==> src/design/qta_pkg.sv <==
// Package for the quadrature threshold adjuster.
// Holds the request and result payload types, the decoder struct and the shared codes.
// No dependencies.
package qta_pkg;

    localparam logic KIND_ENCODER = 1'b0;
    localparam logic KIND_BUTTON  = 1'b1;

    localparam logic [1:0] QUAD_S0 = 2'd0;
    localparam logic [1:0] QUAD_S1 = 2'd1;
    localparam logic [1:0] QUAD_S2 = 2'd2;
    localparam logic [1:0] QUAD_S3 = 2'd3;

    localparam logic [7:0] STEP_UP   = 8'h01;
    localparam logic [7:0] STEP_DOWN = 8'hFF;

    typedef struct packed {
        logic kind;
        logic enc_a;
        logic enc_b;
        logic low_button_n;
        logic high_button_n;
        logic servo_active;
    } qta_in_t;

    typedef struct packed {
        logic [7:0] low_threshold;
        logic [7:0] high_threshold;
        logic       select_high;
        logic       encoder_moved;
        logic       buttons_seen;
        logic       servo_update;
        logic [7:0] servo_value;
    } qta_out_t;

    // Quadrature decoder verdict passed to the core.
    typedef struct packed {
        logic       moved;
        logic       up;
        logic [1:0] next_state;
    } qta_quad_t;

endpackage

==> src/design/qta_quad.sv <==
// Quadrature decoder: next state and step direction from current state and A/B levels.
// Depends on qta_pkg.
module qta_quad (
    input  logic [1:0]        state,
    input  logic              enc_a,
    input  logic              enc_b,
    output qta_pkg::qta_quad_t quad
);
    import qta_pkg::*;

    logic [1:0] nxt;
    logic       up;

    // B test comes after A test, so B wins when both pins moved.
    always_comb begin
        nxt = state;
        up  = 1'b0;
        case (state)
            QUAD_S0: begin
                if (enc_a) begin nxt = QUAD_S1; up = 1'b0; end
                if (enc_b) begin nxt = QUAD_S2; up = 1'b1; end
            end
            QUAD_S1: begin
                if (!enc_a) begin nxt = QUAD_S0; up = 1'b1; end
                if (enc_b)  begin nxt = QUAD_S3; up = 1'b0; end
            end
            QUAD_S2: begin
                if (enc_a)  begin nxt = QUAD_S3; up = 1'b1; end
                if (!enc_b) begin nxt = QUAD_S0; up = 1'b0; end
            end
            default: begin
                if (!enc_a) begin nxt = QUAD_S2; up = 1'b0; end
                if (!enc_b) begin nxt = QUAD_S1; up = 1'b1; end
            end
        endcase
    end

    assign quad.moved      = (nxt != state);
    assign quad.up         = up;
    assign quad.next_state = nxt;

endmodule

==> src/design/qta_core.sv <==
// Threshold state, event handling and result register.
// Depends on qta_pkg and qta_quad.
module qta_core (
    input  logic              aclk,
    input  logic              aresetn,
    input  logic              fire,
    input  qta_pkg::qta_in_t  req,
    output qta_pkg::qta_out_t result
);
    import qta_pkg::*;

    logic [1:0] quad_state_reg, quad_state_next;
    logic [7:0] low_value_reg, low_value_next;
    logic [7:0] high_value_reg, high_value_next;
    logic       high_sel_reg, high_sel_next;
    qta_out_t   result_reg, result_next;

    qta_quad_t  quad;
    logic [7:0] step;
    logic [7:0] sel_value;
    logic [7:0] sel_stepped;

    qta_quad u_quad (
        .state (quad_state_reg),
        .enc_a (req.enc_a),
        .enc_b (req.enc_b),
        .quad  (quad)
    );

    assign step        = quad.up ? STEP_UP : STEP_DOWN;
    assign sel_value   = high_sel_reg ? high_value_reg : low_value_reg;
    assign sel_stepped = sel_value + step;

    always_comb begin
        quad_state_next = quad_state_reg;
        low_value_next  = low_value_reg;
        high_value_next = high_value_reg;
        high_sel_next   = high_sel_reg;
        result_next     = '0;
        case (req.kind)
            KIND_ENCODER: begin
                if (quad.moved) begin
                    quad_state_next = quad.next_state;
                    if (high_sel_reg) high_value_next = sel_stepped;
                    else              low_value_next  = sel_stepped;
                    result_next.encoder_moved = 1'b1;
                    if (req.servo_active) begin
                        result_next.servo_update = 1'b1;
                        result_next.servo_value  = sel_stepped;
                    end
                end
            end
            default: begin
                result_next.buttons_seen = 1'b1;
                if (!req.high_button_n) begin
                    high_sel_next            = 1'b1;
                    result_next.servo_update = 1'b1;
                    result_next.servo_value  = high_value_reg;
                end else if (!req.low_button_n) begin
                    high_sel_next            = 1'b0;
                    result_next.servo_update = 1'b1;
                    result_next.servo_value  = low_value_reg;
                end
            end
        endcase
        result_next.low_threshold  = low_value_next;
        result_next.high_threshold = high_value_next;
        result_next.select_high    = high_sel_next;
    end

    always_ff @(posedge aclk) begin
        if (!aresetn) begin
            quad_state_reg <= QUAD_S0;
            low_value_reg  <= 8'd0;
            high_value_reg <= 8'd0;
            high_sel_reg   <= 1'b1;
        end else if (fire) begin
            quad_state_reg <= quad_state_next;
            low_value_reg  <= low_value_next;
            high_value_reg <= high_value_next;
            high_sel_reg   <= high_sel_next;
        end
    end

    always_ff @(posedge aclk) begin
        if (fire) begin
            result_reg <= result_next;
        end
    end

    assign result = result_reg;

endmodule

==> src/design/quadrature_threshold_adjuster_top.sv <==
// Quadrature threshold adjuster, top level.
// Path from request accept to result valid: input register, then result register.
// Throughput: one request per cycle while m_ready stays high.
// Reset: synchronous active-low aresetn; both valid flags clear, quadrature state 0,
// thresholds 0, high threshold selected.
// Depends on qta_pkg and qta_core.
module quadrature_threshold_adjuster_top (
    input  logic              aclk,
    input  logic              aresetn,
    input  logic              s_valid,
    output logic              s_ready,
    input  qta_pkg::qta_in_t  s_payload,
    output logic              m_valid,
    input  logic              m_ready,
    output qta_pkg::qta_out_t m_payload
);
    import qta_pkg::*;

    // Stage 1: registered request.
    logic    in_valid_reg, in_valid_next;
    qta_in_t in_reg;

    // Stage 2: result valid; payload lives in the core.
    logic    out_valid_reg, out_valid_next;

    logic    advance;   // result register can take a new value
    logic    fire;      // stage 1 request is processed this cycle
    logic    s_take;

    // Result register frees up when empty or being drained this cycle.
    assign advance = !out_valid_reg || m_ready;
    assign fire    = in_valid_reg && advance;

    // Input register accepts when empty or when its request moves on now,
    // so requests stream back to back while the result side keeps up.
    assign s_ready = !in_valid_reg || advance;
    assign s_take  = s_valid && s_ready;

    always_comb begin
        in_valid_next  = in_valid_reg;
        out_valid_next = out_valid_reg;
        if (fire)                 in_valid_next = 1'b0;
        if (s_take)               in_valid_next = 1'b1;
        if (m_valid && m_ready)   out_valid_next = 1'b0;
        if (fire)                 out_valid_next = 1'b1;
    end

    always_ff @(posedge aclk) begin
        if (!aresetn) begin
            in_valid_reg  <= 1'b0;
            out_valid_reg <= 1'b0;
        end else begin
            in_valid_reg  <= in_valid_next;
            out_valid_reg <= out_valid_next;
        end
    end

    // Request payload needs no reset.
    always_ff @(posedge aclk) begin
        if (s_take) begin
            in_reg <= s_payload;
        end
    end

    // State update and result formation happen together when fire is high.
    qta_core u_core (
        .aclk    (aclk),
        .aresetn (aresetn),
        .fire    (fire),
        .req     (in_reg),
        .result  (m_payload)
    );

    assign m_valid = out_valid_reg;

endmodule
==> config.mk <==
export PLATFORM = sky130hd
export DESIGN_NAME = quadrature_threshold_adjuster_top
export DESIGN_NICKNAME = d
export VERILOG_FILES = /design/src/design/qta_pkg.sv /design/src/design/qta_quad.sv /design/src/design/qta_core.sv /design/src/design/quadrature_threshold_adjuster_top.sv
export SDC_FILE = /design/constraint.sdc
export NUM_CORES = 1
export LEC_CHECK = 0
export CAP_MARGIN = 20
export CORE_MARGIN = 2
export CORE_UTILIZATION = 50
export CTS_CLUSTER_SIZE = 30
export DETAILED_ROUTE_END_ITERATION = 8
export DONT_BUFFER_PORTS = 1
export PLACE_DENSITY = 0.68
export SLEW_MARGIN = 5
export SYNTH_ARGS = -nofsm -noshare
export SYNTH_HDL_FRONTEND = slang
export SYNTH_SLANG_ARGS = --single-unit
==> constraint.sdc <==
create_clock -name aclk -period 6.7 [get_ports aclk]
set_input_delay 0.67 -clock aclk [delete_from_list [all_inputs] [get_ports aclk]]
set_output_delay 0.67 -clock aclk [all_outputs]
set_load 0.05 [all_outputs]
==> impl_table.tex, run 1 <==
\begin{tabular}{lr}
\hline
Metric & Value \\
\hline
\multicolumn{2}{l}{\textbf{Run status}} \\
\quad Result of the run & finished, final reports clean \\
\multicolumn{2}{l}{\textbf{Floorplanning}} \\
\quad Effective utilization at floorplan & 51.7\% \\
\quad Die width & 76.7 um \\
\quad Number of core rows & 26 \\
\quad Die height & 76.7 um \\
\quad Die Footprint & 0.00588 mm\^{}2 \\
\quad Placeable core region & 0.00511 mm\^{}2 \\
\quad Count of pins on the block boundary & 40 \\
\multicolumn{2}{l}{\textbf{Synth}} \\
\quad Count of synthesis-stage warnings from yosys & 0 \\
\quad Post-Syn Area per Cell & 10.9 um\^{}2 \\
\quad Number of standard cells after synthesis & $\sim$240 \\
\quad Count of flip-flops with a built-in enable after synthesis & 34 \\
\quad Proportion of register bits with asynchronous set or reset after synthesis & 0\% \\
\quad Register bit total from synthesis & 55 \\
\quad Seq/Total Area, Yosys & about 55\% \\
\quad Prevailing post-synth register cell & edfxtp\_1 \\
\quad Number of distinct library cells after synthesis & 40 \\
\quad Post-synthesis instance area & 0.00264 mm\^{}2 \\
\quad Net Count, Synth & 260 \\
\multicolumn{2}{l}{\textbf{Layout}} \\
\quad Final nets & 259 \\
\quad Number of inserted diodes & 0 \\
\quad Ratio of cells with drive above 1 in the final layout & 8.68\% \\
\quad Number of flip-flops in the largest register & 28 \\
\quad Area growth, synth to finish & 6.39\% \\
\multicolumn{2}{l}{\textbf{STA}} \\
\quad FMAX & between 300 and 400 MHz \\
\quad Hold Violations, Final & 0 \\
\quad Slew headroom & 32.9\% \\
\quad Minimum hold slack & roughly 430 ps \\
\quad Post-Route Setup TNS & 0 ps \\
\quad Worst slew pin tran & 1010 ps \\
\quad Setup-violating endpoint count in the final report & 0 \\
\quad Final period utilization & between 40 and 50\% \\
\quad Final critical delay including setup and external delays & 3000 ps \\
\quad Post-route clock skew & 8.61 ps \\
\quad Final Max Slew Viols & 0 \\
\quad Unrepaired setup endpoints after global routing & no \\
\multicolumn{2}{l}{\textbf{Hold path}} \\
\quad Hold-critical path depth & 1 \\
\quad Hold WC Path Type & input pin to flip-flop \\
\multicolumn{2}{l}{\textbf{Global route}} \\
\quad Largest net degree at the start of global routing & 29 \\
\quad Number of global-route vias before repair & 1583 \\
\quad Total GRT Usage & 16.7\% \\
\quad Number of antenna violations at the first check in global routing & 0 \\
\quad Global route total overflow & 0 \\
\quad First-pass GRT wire length & 7.84 mm \\
\multicolumn{2}{l}{\textbf{Worst setup path}} \\
\quad Startpoint class of the critical path & flip-flop \\
\quad CP endpoint kind & flip-flop \\
\quad CP dominant cell by count & a21oi\_1 \\
\quad Cell-by-cell trace of the critical path & nand2b\_1 -> a22oi\_2 -> ha\_1 -> a21o\_1 -> a21oi\_1 -> o21bai\_1 -> a21oi\_1 -> xor2\_1 -> o21ai\_0 \\
\quad Highest cell delay on the worst timing path & 480 ps \\
\quad Crit path kind & flip-flop to flip-flop \\
\quad Number of logic stages on the critical path including buffering & 9 \\
\quad FF-to-FF setup slack & approximately 3700 ps \\
\quad Crit path max-delay cell type & a22oi\_2 \\
\quad Worst path bufs/invs & 0 \\
\quad Arrival time of data at the critical path endpoint & 3040 ps \\
\quad Highest fanout seen on the critical path & 9 \\
\quad Worst Reg2Reg Path Length in Cells & 9 \\
\quad Required time at the endpoint of the critical path & 6740 ps \\
\quad Family with the most delay on the worst path & compound AO/OA/AOI/OAI gates \\
\multicolumn{2}{l}{\textbf{Place}} \\
\quad Post-DP HPWL & about 3.3 mm \\
\quad Total of buffers placed on input and output ports & 0 \\
\quad Placer Congestion & 0.824 \\
\multicolumn{2}{l}{\textbf{Routing}} \\
\quad Routed via count divided by cell count & about 5.5 \\
\quad Average routed wire per standard cell & $\sim$15 um \\
\quad First-pass detailed-route iteration total & 4 \\
\quad Routed wire length & 4.76 mm \\
\quad Vias after detailed routing & between 1500 and 2000 \\
\quad First-iteration detailed-routing DRC count & around 140 \\
\quad Post-route antenna net violation count & 0 \\
\quad DR DRC count & 0 \\
\multicolumn{2}{l}{\textbf{Clocking}} \\
\quad Latest clock arrival within the worst-skew pair & 300 ps \\
\quad \# H-tree levels & 2 \\
\quad TritonCTS clock tree & built \\
\quad Hold Buf Count CTS & 0 \\
\quad Resized Gates After CTS & 0 \\
\quad CTS Buf Count & 5 \\
\quad Setup bufs post-CTS & 0 \\
\quad Count of clock tree sinks & 55 \\
\quad Bufs on Longest Clock Path & 2 \\
\quad Master cell of the clock root buffer & clkbuf\_8 \\
\quad Clock edge transition at the registers on the reported setup and hold paths & 100 ps \\
\multicolumn{2}{l}{\textbf{Power}} \\
\quad Peak supply drop & 0.137 mV \\
\quad Leakage power summed over all cells & 1.03 nW \\
\quad Cell area power density & 249 mW/mm\^{}2 \\
\multicolumn{2}{l}{\textbf{Job}} \\
\quad Max\_cap viols & 0 \\
\hline
\end{tabular}
logic make-up (layout without fill, tap and decap cells):
logic type               after synthesis  in the layout  synth area share [%]
adder cells (fa/ha/maj)                7              7                  3.60
multiplexers                          11             11                  4.64
AO/OA/AOI/OAI                         62             62                  15.5
flip-flops                            55             55                  54.5
XOR/XNOR                              15             15                  4.97
AND/OR/NAND/NOR                       78             78                  14.5
buffers and inverters                 15             14                  2.23
cell usage in the layout, fill, tap and decap left out, types with 2 or more instances in the layout:
| master | n |
|---|---|
| edfxtp_1 | 34 |
| nand2_1 | 31 |
| o21ai_0 | 27 |
| dfxtp_1 | 21 |
| nor2_1 | 10 |
| xnor2_1 | 10 |
| nor2b_1 | 9 |
| a22oi_1 | 8 |
| nand3_1 | 8 |
| and2_1 | 7 |
| mux2_2 | 6 |
| ha_1 | 6 |
| inv_1 | 5 |
| xor2_1 | 5 |
| a21oi_1 | 5 |
| clkbuf_8 | 5 |
| nand2b_1 | 4 |
| o21ai_1 | 4 |
| mux2i_1 | 4 |
| a21o_1 | 3 |
| o21a_1 | 3 |
| or3_1 | 2 |
| a21boi_1 | 2 |
| nand4_1 | 2 |
| o211a_1 | 2 |
| a21boi_0 | 2 |
| buf_4 | 2 |
stage by stage:
stage	utilization, %	total power, mW	area (um^2)	setup slack [ps]	instances
2_1_floorplan	-	0.479	2640	4010	243
3_3_place_gp	52.7	0.492	2690	3780	303
3_5_place_dp	52.7	0.494	2690	3690	303
4_1_cts	54.8	0.705	2800	3700	310
5_1_grt	55.0	0.731	2810	3510	312
6_report	55.0	0.699	2810	3700	312
per-layer routing:
layer	global-route usage [%]	part of all wire, %
met1	23.8	50
met2	25.1	45
met3	3.41	3.4
met4	6.73	1.4
met5	0	0
power breakdown:
part	switching [mW]	internal [mW]	leakage (nW)
Sequential	0.0402	0.378	0.498
Combinational	0.0437	0.0258	0.477
Clock	0.102	0.109	0.0502
Total	0.186	0.513	1.03
worst paths after layout:
check	end	startpoint
min reg2reg	u_core.low_value_reg[1]	u_core.low_value_reg[1]
min	u_core.high_sel_reg	aresetn
max	u_core.result[6]	in_reg[4]
max reg2reg	u_core.result[6]	in_reg[4]
cells in the mapped netlist, types with 6 or more instances:
cell | n | area, um^2
nand2_1 | 31 | 116
clkbuf_1 | 8 | 30.0
o21ai_0 | 27 | 135
mux2_2 | 6 | 67.6
nor2b_1 | 9 | 56.3
and2_1 | 7 | 43.8
ha_1 | 6 | 75.1
edfxtp_1 | 34 | 1020
dfxtp_1 | 21 | 420
nand3_1 | 8 | 40.0
a22oi_1 | 8 | 60.1
nor2_1 | 10 | 37.5
xnor2_1 | 10 | 87.6
layout make-up:
type,count,area (um^2)
fillers,445,2300
flip-flops and latches,55,1440
well taps,70,87.6
repair buffers,2,15.0
clock inverters,2,37.5
clock buffers,5,68.8
multi-input cells,173,1140
inverters,5,18.8
worst register-to-register path, stage by stage (launching register included):
cell and delay (ps):
edfxtp_1 450, nand2b_1 200, a22oi_2 480, ha_1 390, a21o_1 200, a21oi_1 220, o21bai_1 100, a21oi_1 180
xor2_1 330, o21ai_0 190
(Power assumes the default switching activity.)
==> run 2, diff against run 1 <==
- clock period: 6.7 -> 2.9 ns (I/O delays scaled with it)
==> impl_table.tex, run 2 (same netlist as run 1, synthesis figures left out) <==
\begin{tabular}{lr}
\hline
Metric & Value \\
\hline
\multicolumn{2}{l}{\textbf{Global route}} \\
\quad Number of antenna violations at the first check in global routing & 0 \\
\quad Number of global-route vias before repair & 1770 \\
\quad Met3 Usage GRT & between 3 and 4\% \\
\quad Total GRT Usage & 18.6\% \\
\quad Routing usage on met2 & 30.1\% \\
\quad First-pass GRT wire length & about 8.6 mm \\
\quad Largest net degree at the start of global routing & 29 \\
\quad Met1 Resource Use GR & 24.9\% \\
\quad GRT busiest layer & met2 \\
\quad Global route total overflow & 0 \\
\multicolumn{2}{l}{\textbf{STA}} \\
\quad Post-Route Setup TNS & 0 ps \\
\quad Unrepaired setup endpoints after global routing & no \\
\quad Post-route clock skew & 5.59 ps \\
\quad Final Max Slew Viols & 0 \\
\quad Worst slew pin tran & 725 ps \\
\quad Final critical delay including setup and external delays & 2740 ps \\
\quad Slew headroom & about half \\
\quad Setup-violating endpoint count in the final report & 0 \\
\quad Final period utilization & between 90\% and 100\% \\
\quad Hold Violations, Final & 0 \\
\quad FMAX & 365 MHz \\
\multicolumn{2}{l}{\textbf{Worst setup path}} \\
\quad Startpoint class of the critical path & flip-flop \\
\quad CP dominant cell by count & buf\_4 \\
\quad Startpoint of the most critical setup path & in\_reg[3] \\
\quad Crit path kind & flip-flop to flip-flop \\
\quad Arrival time of data at the critical path endpoint & 2800 ps \\
\quad Highest cell delay on the worst timing path & 550 ps \\
\quad Highest fanout seen on the critical path & 5 \\
\quad CP endpoint kind & flip-flop \\
\quad Critical register-to-register path endpoint & u\_core.result[27] \\
\quad FF-to-FF setup slack & 160 ps \\
\quad Worst r2r src & in\_reg[3] \\
\quad End of the critical path & u\_core.result[27] \\
\quad Required time at the endpoint of the critical path & just under 3000 ps \\
\quad Crit path max-delay cell type & or4b\_4 \\
\quad Cell-by-cell trace of the critical path & buf\_4 -> nor2b\_1 -> a22oi\_2 -> buf\_4 -> ha\_1 -> inv\_1 -> or4b\_4 -> a31oi\_4 -> nor2\_1 -> xor2\_1 \\
\quad Worst Reg2Reg Path Length in Cells & 10 \\
\multicolumn{2}{l}{\textbf{Routing}} \\
\quad Average routed wire per standard cell & 15.3 um \\
\quad First-pass detailed-route iteration total & 4 \\
\quad DR DRC count & 0 \\
\quad Routed via count divided by cell count & 5.49 \\
\quad Routed wire length & 4.96 mm \\
\quad Vias after detailed routing & between 1500 and 2000 \\
\quad Post-route antenna net violation count & 0 \\
\quad First-iteration detailed-routing DRC count & 136 \\
\multicolumn{2}{l}{\textbf{Floorplanning}} \\
\quad Count of pins on the block boundary & 40 \\
\quad Placeable core region & 0.00511 mm\^{}2 \\
\quad Die height & around 77 um \\
\quad Die width & 76.7 um \\
\quad Die Footprint & $\sim$0.0059 mm\^{}2 \\
\quad Number of core rows & 26 \\
\quad Effective utilization at floorplan & 51.7\% \\
\multicolumn{2}{l}{\textbf{Power}} \\
\quad Cell area power density & 563 mW/mm\^{}2 \\
\quad Peak supply drop & 0.240 mV \\
\quad Leakage power summed over all cells & 1.09 nW \\
\multicolumn{2}{l}{\textbf{Layout}} \\
\quad Number of flip-flops in the largest register & 28 \\
\quad Area growth, synth to finish & 10.7\% \\
\quad Post-route cell area & 0.00293 mm\^{}2 \\
\quad Number of inserted diodes & 0 \\
\quad Final nets & 271 \\
\quad Leading cell type in the layout, fill and taps excluded & edfxtp\_1 \\
\quad Ratio of cells with drive above 1 in the final layout & between 10\% and 20\% \\
\quad Top library cells by usage in the layout, fill and taps aside & 34 x edfxtp\_1, 31 x nand2\_1, 27 x o21ai\_0, 20 x dfxtp\_1, 13 x buf\_4 \\
\multicolumn{2}{l}{\textbf{Place}} \\
\quad Placer Congestion & approximately 0.87 \\
\quad Total of buffers placed on input and output ports & 0 \\
\quad Cell area after placement & 0.00277 mm\^{}2 \\
\quad Post-DP HPWL & 3.47 mm \\
\multicolumn{2}{l}{\textbf{Clocking}} \\
\quad Master cell of the clock root buffer & clkbuf\_8 \\
\quad Bufs on Longest Clock Path & 2 \\
\quad Count of clock tree sinks & 55 \\
\quad CTS Buf Count & 5 \\
\quad TritonCTS clock tree & built \\
\quad Clock edge transition at the registers on the reported setup and hold paths & 90 ps \\
\quad Hold Buf Count CTS & 0 \\
\quad Latest clock arrival within the worst-skew pair & 300 ps \\
\quad \# H-tree levels & 2 \\
\multicolumn{2}{l}{\textbf{Job}} \\
\quad Max\_cap viols & 0 \\
\multicolumn{2}{l}{\textbf{Run status}} \\
\quad Result of the run & finished, final reports clean \\
\multicolumn{2}{l}{\textbf{Hold path}} \\
\quad Hold-critical path depth & 1 \\
\quad Hold WC Path Type & input pin to flip-flop \\
\hline
\end{tabular}
## run 2: how the worst min path moves through the flow
stage,slack (ps),startpoint,endpoint
after floorplan,390,s_payload[0],in_reg[0]
after global placement,370,aresetn,u_core.high_sel_reg
after detailed placement,370,aresetn,u_core.high_sel_reg
after CTS,60,aresetn,u_core.high_sel_reg
after global routing,40,aresetn,u_core.high_sel_reg
final,60,aresetn,u_core.high_sel_reg
## run 2: report_power, final
group	internal (mW)	switching, mW	leakage, nW
clock	0.259	0.241	0.0524
combinational	0.0762	0.110	0.541
sequential	0.872	0.0889	0.497
total	1.21	0.440	1.09
## run 2: final cells by class
cell class	count	area [um^2]
Clock buffer	7	76.3
Tap cell	70	87.6
Fill cell	436	2180
Inverter	5	18.8
Timing Repair Buffer	14	118
Sequential cell	55	1440
Clock inverter	1	30.0
Multi-Input combinational cell	173	1150
## run 2: metal layers
metal	vias to the layer above	part of all wire (%)
li1	892	-
met1	832	48
met2	54	46
met3	5	4.4
met4	0	1.3
met5	-	0
## run 2: critical path, delay by kind of cell, from the launching register on
family | cells | cell delay (ps)
AND/OR/NAND/NOR | 3 | 790
XOR/XNOR | 1 | 150
buffers and inverters | 3 | 430
flip-flops | 1 | 380
adder cells (fa/ha/maj) | 1 | 330
AO/OA/AOI/OAI | 2 | 390
## run 2: per-stage QoR
| step | power (mW) | hold slack [ps] | setup slack, ps | utilization [%] | cells |
|---|---|---|---|---|---|
| finish | 1.65 | 55.1 | 159 | 57.3 | 325 |
| global route | 1.72 | 44.1 | 8.62 | 57.3 | 325 |
| CTS | 1.65 | 55.2 | 86.3 | 57.1 | 325 |
| detailed placement | 1.15 | 373 | 24.1 | 54.1 | 313 |
| global placement | 1.15 | 371 | 90.1 | 54.1 | 313 |
| floorplan | 1.11 | 389 | 205 | - | 243 |
## run 2: repair_timing
action | CTS | global route
cloned | 0 | 0
buffers inserted | 4 | 0
endpoints found under the setup margin | 1 | 5
pin swaps | 1 | 1
gates resized for setup | 0 | 3
==> run 3, diff against run 2 <==
- CORE_UTILIZATION: 50 -> 55
- PLACE_DENSITY: 0.68 -> 0.73
==> impl_table.tex, run 3 (same netlist as run 1, synthesis figures left out) <==
\begin{tabular}{lr}
\hline
Metric & Value \\
\hline
\multicolumn{2}{l}{\textbf{Run status}} \\
\quad Result of the run & finished, final reports clean \\
\multicolumn{2}{l}{\textbf{Global route}} \\
\quad Total GRT Usage & 19.6\% \\
\quad Number of antenna violations at the first check in global routing & 0 \\
\quad Largest net degree at the start of global routing & 29 \\
\quad Global route total overflow & 0 \\
\quad Number of global-route vias before repair & 1599 \\
\quad First-pass GRT wire length & just under 8 mm \\
\multicolumn{2}{l}{\textbf{Floorplanning}} \\
\quad Number of core rows & 25 \\
\quad Die height & $\sim$73 um \\
\quad Die width & 73.3 um \\
\quad Die Footprint & 0.00538 mm\^{}2 \\
\quad Placeable core region & 0.00469 mm\^{}2 \\
\quad Count of pins on the block boundary & 40 \\
\quad Effective utilization at floorplan & 56.3\% \\
\multicolumn{2}{l}{\textbf{Power}} \\
\quad Peak supply drop & 0.255 mV \\
\quad Cell area power density & 543 mW/mm\^{}2 \\
\quad Leakage power summed over all cells & around 1.1 nW \\
\quad Total Power & 1.55 mW \\
\multicolumn{2}{l}{\textbf{STA}} \\
\quad Final critical delay including setup and external delays & 2720 ps \\
\quad Final Max Slew Viols & 0 \\
\quad Slew headroom & a little over half \\
\quad Post-route clock skew & 3.56 ps \\
\quad Unrepaired setup endpoints after global routing & no \\
\quad Worst slew pin tran & 680 ps \\
\quad Post-Route Setup TNS & 0 ps \\
\quad Minimum hold slack & 71.3 ps \\
\quad Final period utilization & 93.7\% \\
\quad Hold Violations, Final & 0 \\
\quad FMAX & 368 MHz \\
\quad Setup-violating endpoint count in the final report & 0 \\
\multicolumn{2}{l}{\textbf{Worst setup path}} \\
\quad Worst r2r src & in\_reg[3] \\
\quad FF-to-FF setup slack & 180 ps \\
\quad Startpoint of the most critical setup path & in\_reg[3] \\
\quad Highest fanout seen on the critical path & 7 \\
\quad Arrival time of data at the critical path endpoint & around 2800 ps \\
\quad Critical register-to-register path endpoint & u\_core.result[27] \\
\quad Required time at the endpoint of the critical path & around 3000 ps \\
\quad Startpoint class of the critical path & flip-flop \\
\quad Worst Reg2Reg Path Length in Cells & 9 \\
\quad Crit path kind & flip-flop to flip-flop \\
\quad CP endpoint kind & flip-flop \\
\multicolumn{2}{l}{\textbf{Clocking}} \\
\quad Clock edge transition at the registers on the reported setup and hold paths & 90 ps \\
\quad CTS Buf Count & 5 \\
\quad TritonCTS clock tree & built \\
\quad Latest clock arrival within the worst-skew pair & 310 ps \\
\quad Bufs on Longest Clock Path & 2 \\
\quad Count of clock tree sinks & 55 \\
\quad \# H-tree levels & 2 \\
\quad Master cell of the clock root buffer & clkbuf\_8 \\
\multicolumn{2}{l}{\textbf{Routing}} \\
\quad Vias after detailed routing & 1761 \\
\quad Routed wire length & around 4.8 mm \\
\quad First-iteration detailed-routing DRC count & 109 \\
\quad DR DRC count & 0 \\
\quad Average routed wire per standard cell & 15.5 um \\
\quad First-pass detailed-route iteration total & 4 \\
\quad Post-route antenna net violation count & 0 \\
\quad Routed via count divided by cell count & $\sim$5.8 \\
\multicolumn{2}{l}{\textbf{Hold path}} \\
\quad Destination of the worst hold path & in\_reg[3] \\
\quad Hold WC Path Type & input pin to flip-flop \\
\quad Hold-critical path depth & 0 \\
\quad Startpoint of the most critical hold path & s\_payload[3] \\
\multicolumn{2}{l}{\textbf{Layout}} \\
\quad Number of flip-flops in the largest register & 28 \\
\quad Number of inserted diodes & 0 \\
\quad Number of fill cells & 369 \\
\quad Area growth, synth to finish & 7.95\% \\
\quad Leading cell type in the layout, fill and taps excluded & edfxtp\_1 \\
\quad Final nets & 268 \\
\quad Top library cells by usage in the layout, fill and taps aside & 34 x edfxtp\_1, 31 x nand2\_1, 27 x o21ai\_0, 21 x dfxtp\_1, 11 x buf\_4 \\
\quad Ratio of cells with drive above 1 in the final layout & 12.7\% \\
\multicolumn{2}{l}{\textbf{Place}} \\
\quad Total of buffers placed on input and output ports & 0 \\
\quad Post-DP HPWL & 3.62 mm \\
\quad Placer Congestion & between 0.8 and 0.9 \\
\multicolumn{2}{l}{\textbf{Job}} \\
\quad Max\_cap viols & 0 \\
\hline
\end{tabular}
-- run 3: timing repair --
| item | in CTS | in global routing |
|---|---|---|
| hold buffers | 0 | 0 |
| endpoints found under the setup margin | 0 | 5 |
| endpoints found under the hold margin | 0 | 0 |
| resized for setup | 0 | 2 |
| buffers inserted | 0 | 1 |
-- run 3: stage by stage --
step	cells	setup WS (ps)	util [%]	instance area, um^2
floorplan	243	205	-	2640
global placement	297	178	58.5	2750
detailed placement	297	140	58.5	2750
CTS	305	126	60.4	2830
global route	306	10.2	60.8	2850
finish	306	184	60.8	2850
-- run 3: cell type report --
cell class	instances	area, um^2	area share, %
sequential	55	1440	50.5
tap	54	67.6	2.37
clock buffer	5	68.8	2.41
inverter	5	18.8	0.658
timing repair buffer	11	82.6	2.89
multi-input combinational	173	1150	40.4
clock inverter	3	20.0	0.702
-- run 3: metal layers --
layer,track usage [%],vias up,share of wire (%)
met5,0,-,0
met1,27.3,809,47
met2,31.0,61,47
li1,-,884,-
met4,6.67,0,1.5
met3,3.70,7,4.4
-- run 3: worst max-delay path by stage --
| stage | endpoint | cells after the start |
|---|---|---|
| 6_report | u_core.result[27] | 9 |
| 5_1_grt | u_core.result[19] | 9 |
| 4_1_cts | u_core.result[27] | 9 |
| 3_5_place_dp | u_core.result[27] | 9 |
| 3_3_place_gp | u_core.result[7] | 9 |
| 2_1_floorplan | u_core.result[27] | 9 |
-- run 3: critical path, cell delays in order, from the launching register on --
cell and delay, ps:
edfxtp_1 440, nor2b_1 180, a22oi_2 320, ha_1 350
a21o_1 210, a31o_4 220, a41o_1 270, a31oi_4 250
nor2_1 90, xor2_1 140
-- run 3: where the power goes --
group	internal, mW	switching, mW
logic	0.0700	0.107
clock network	0.169	0.242
registers	0.872	0.0890
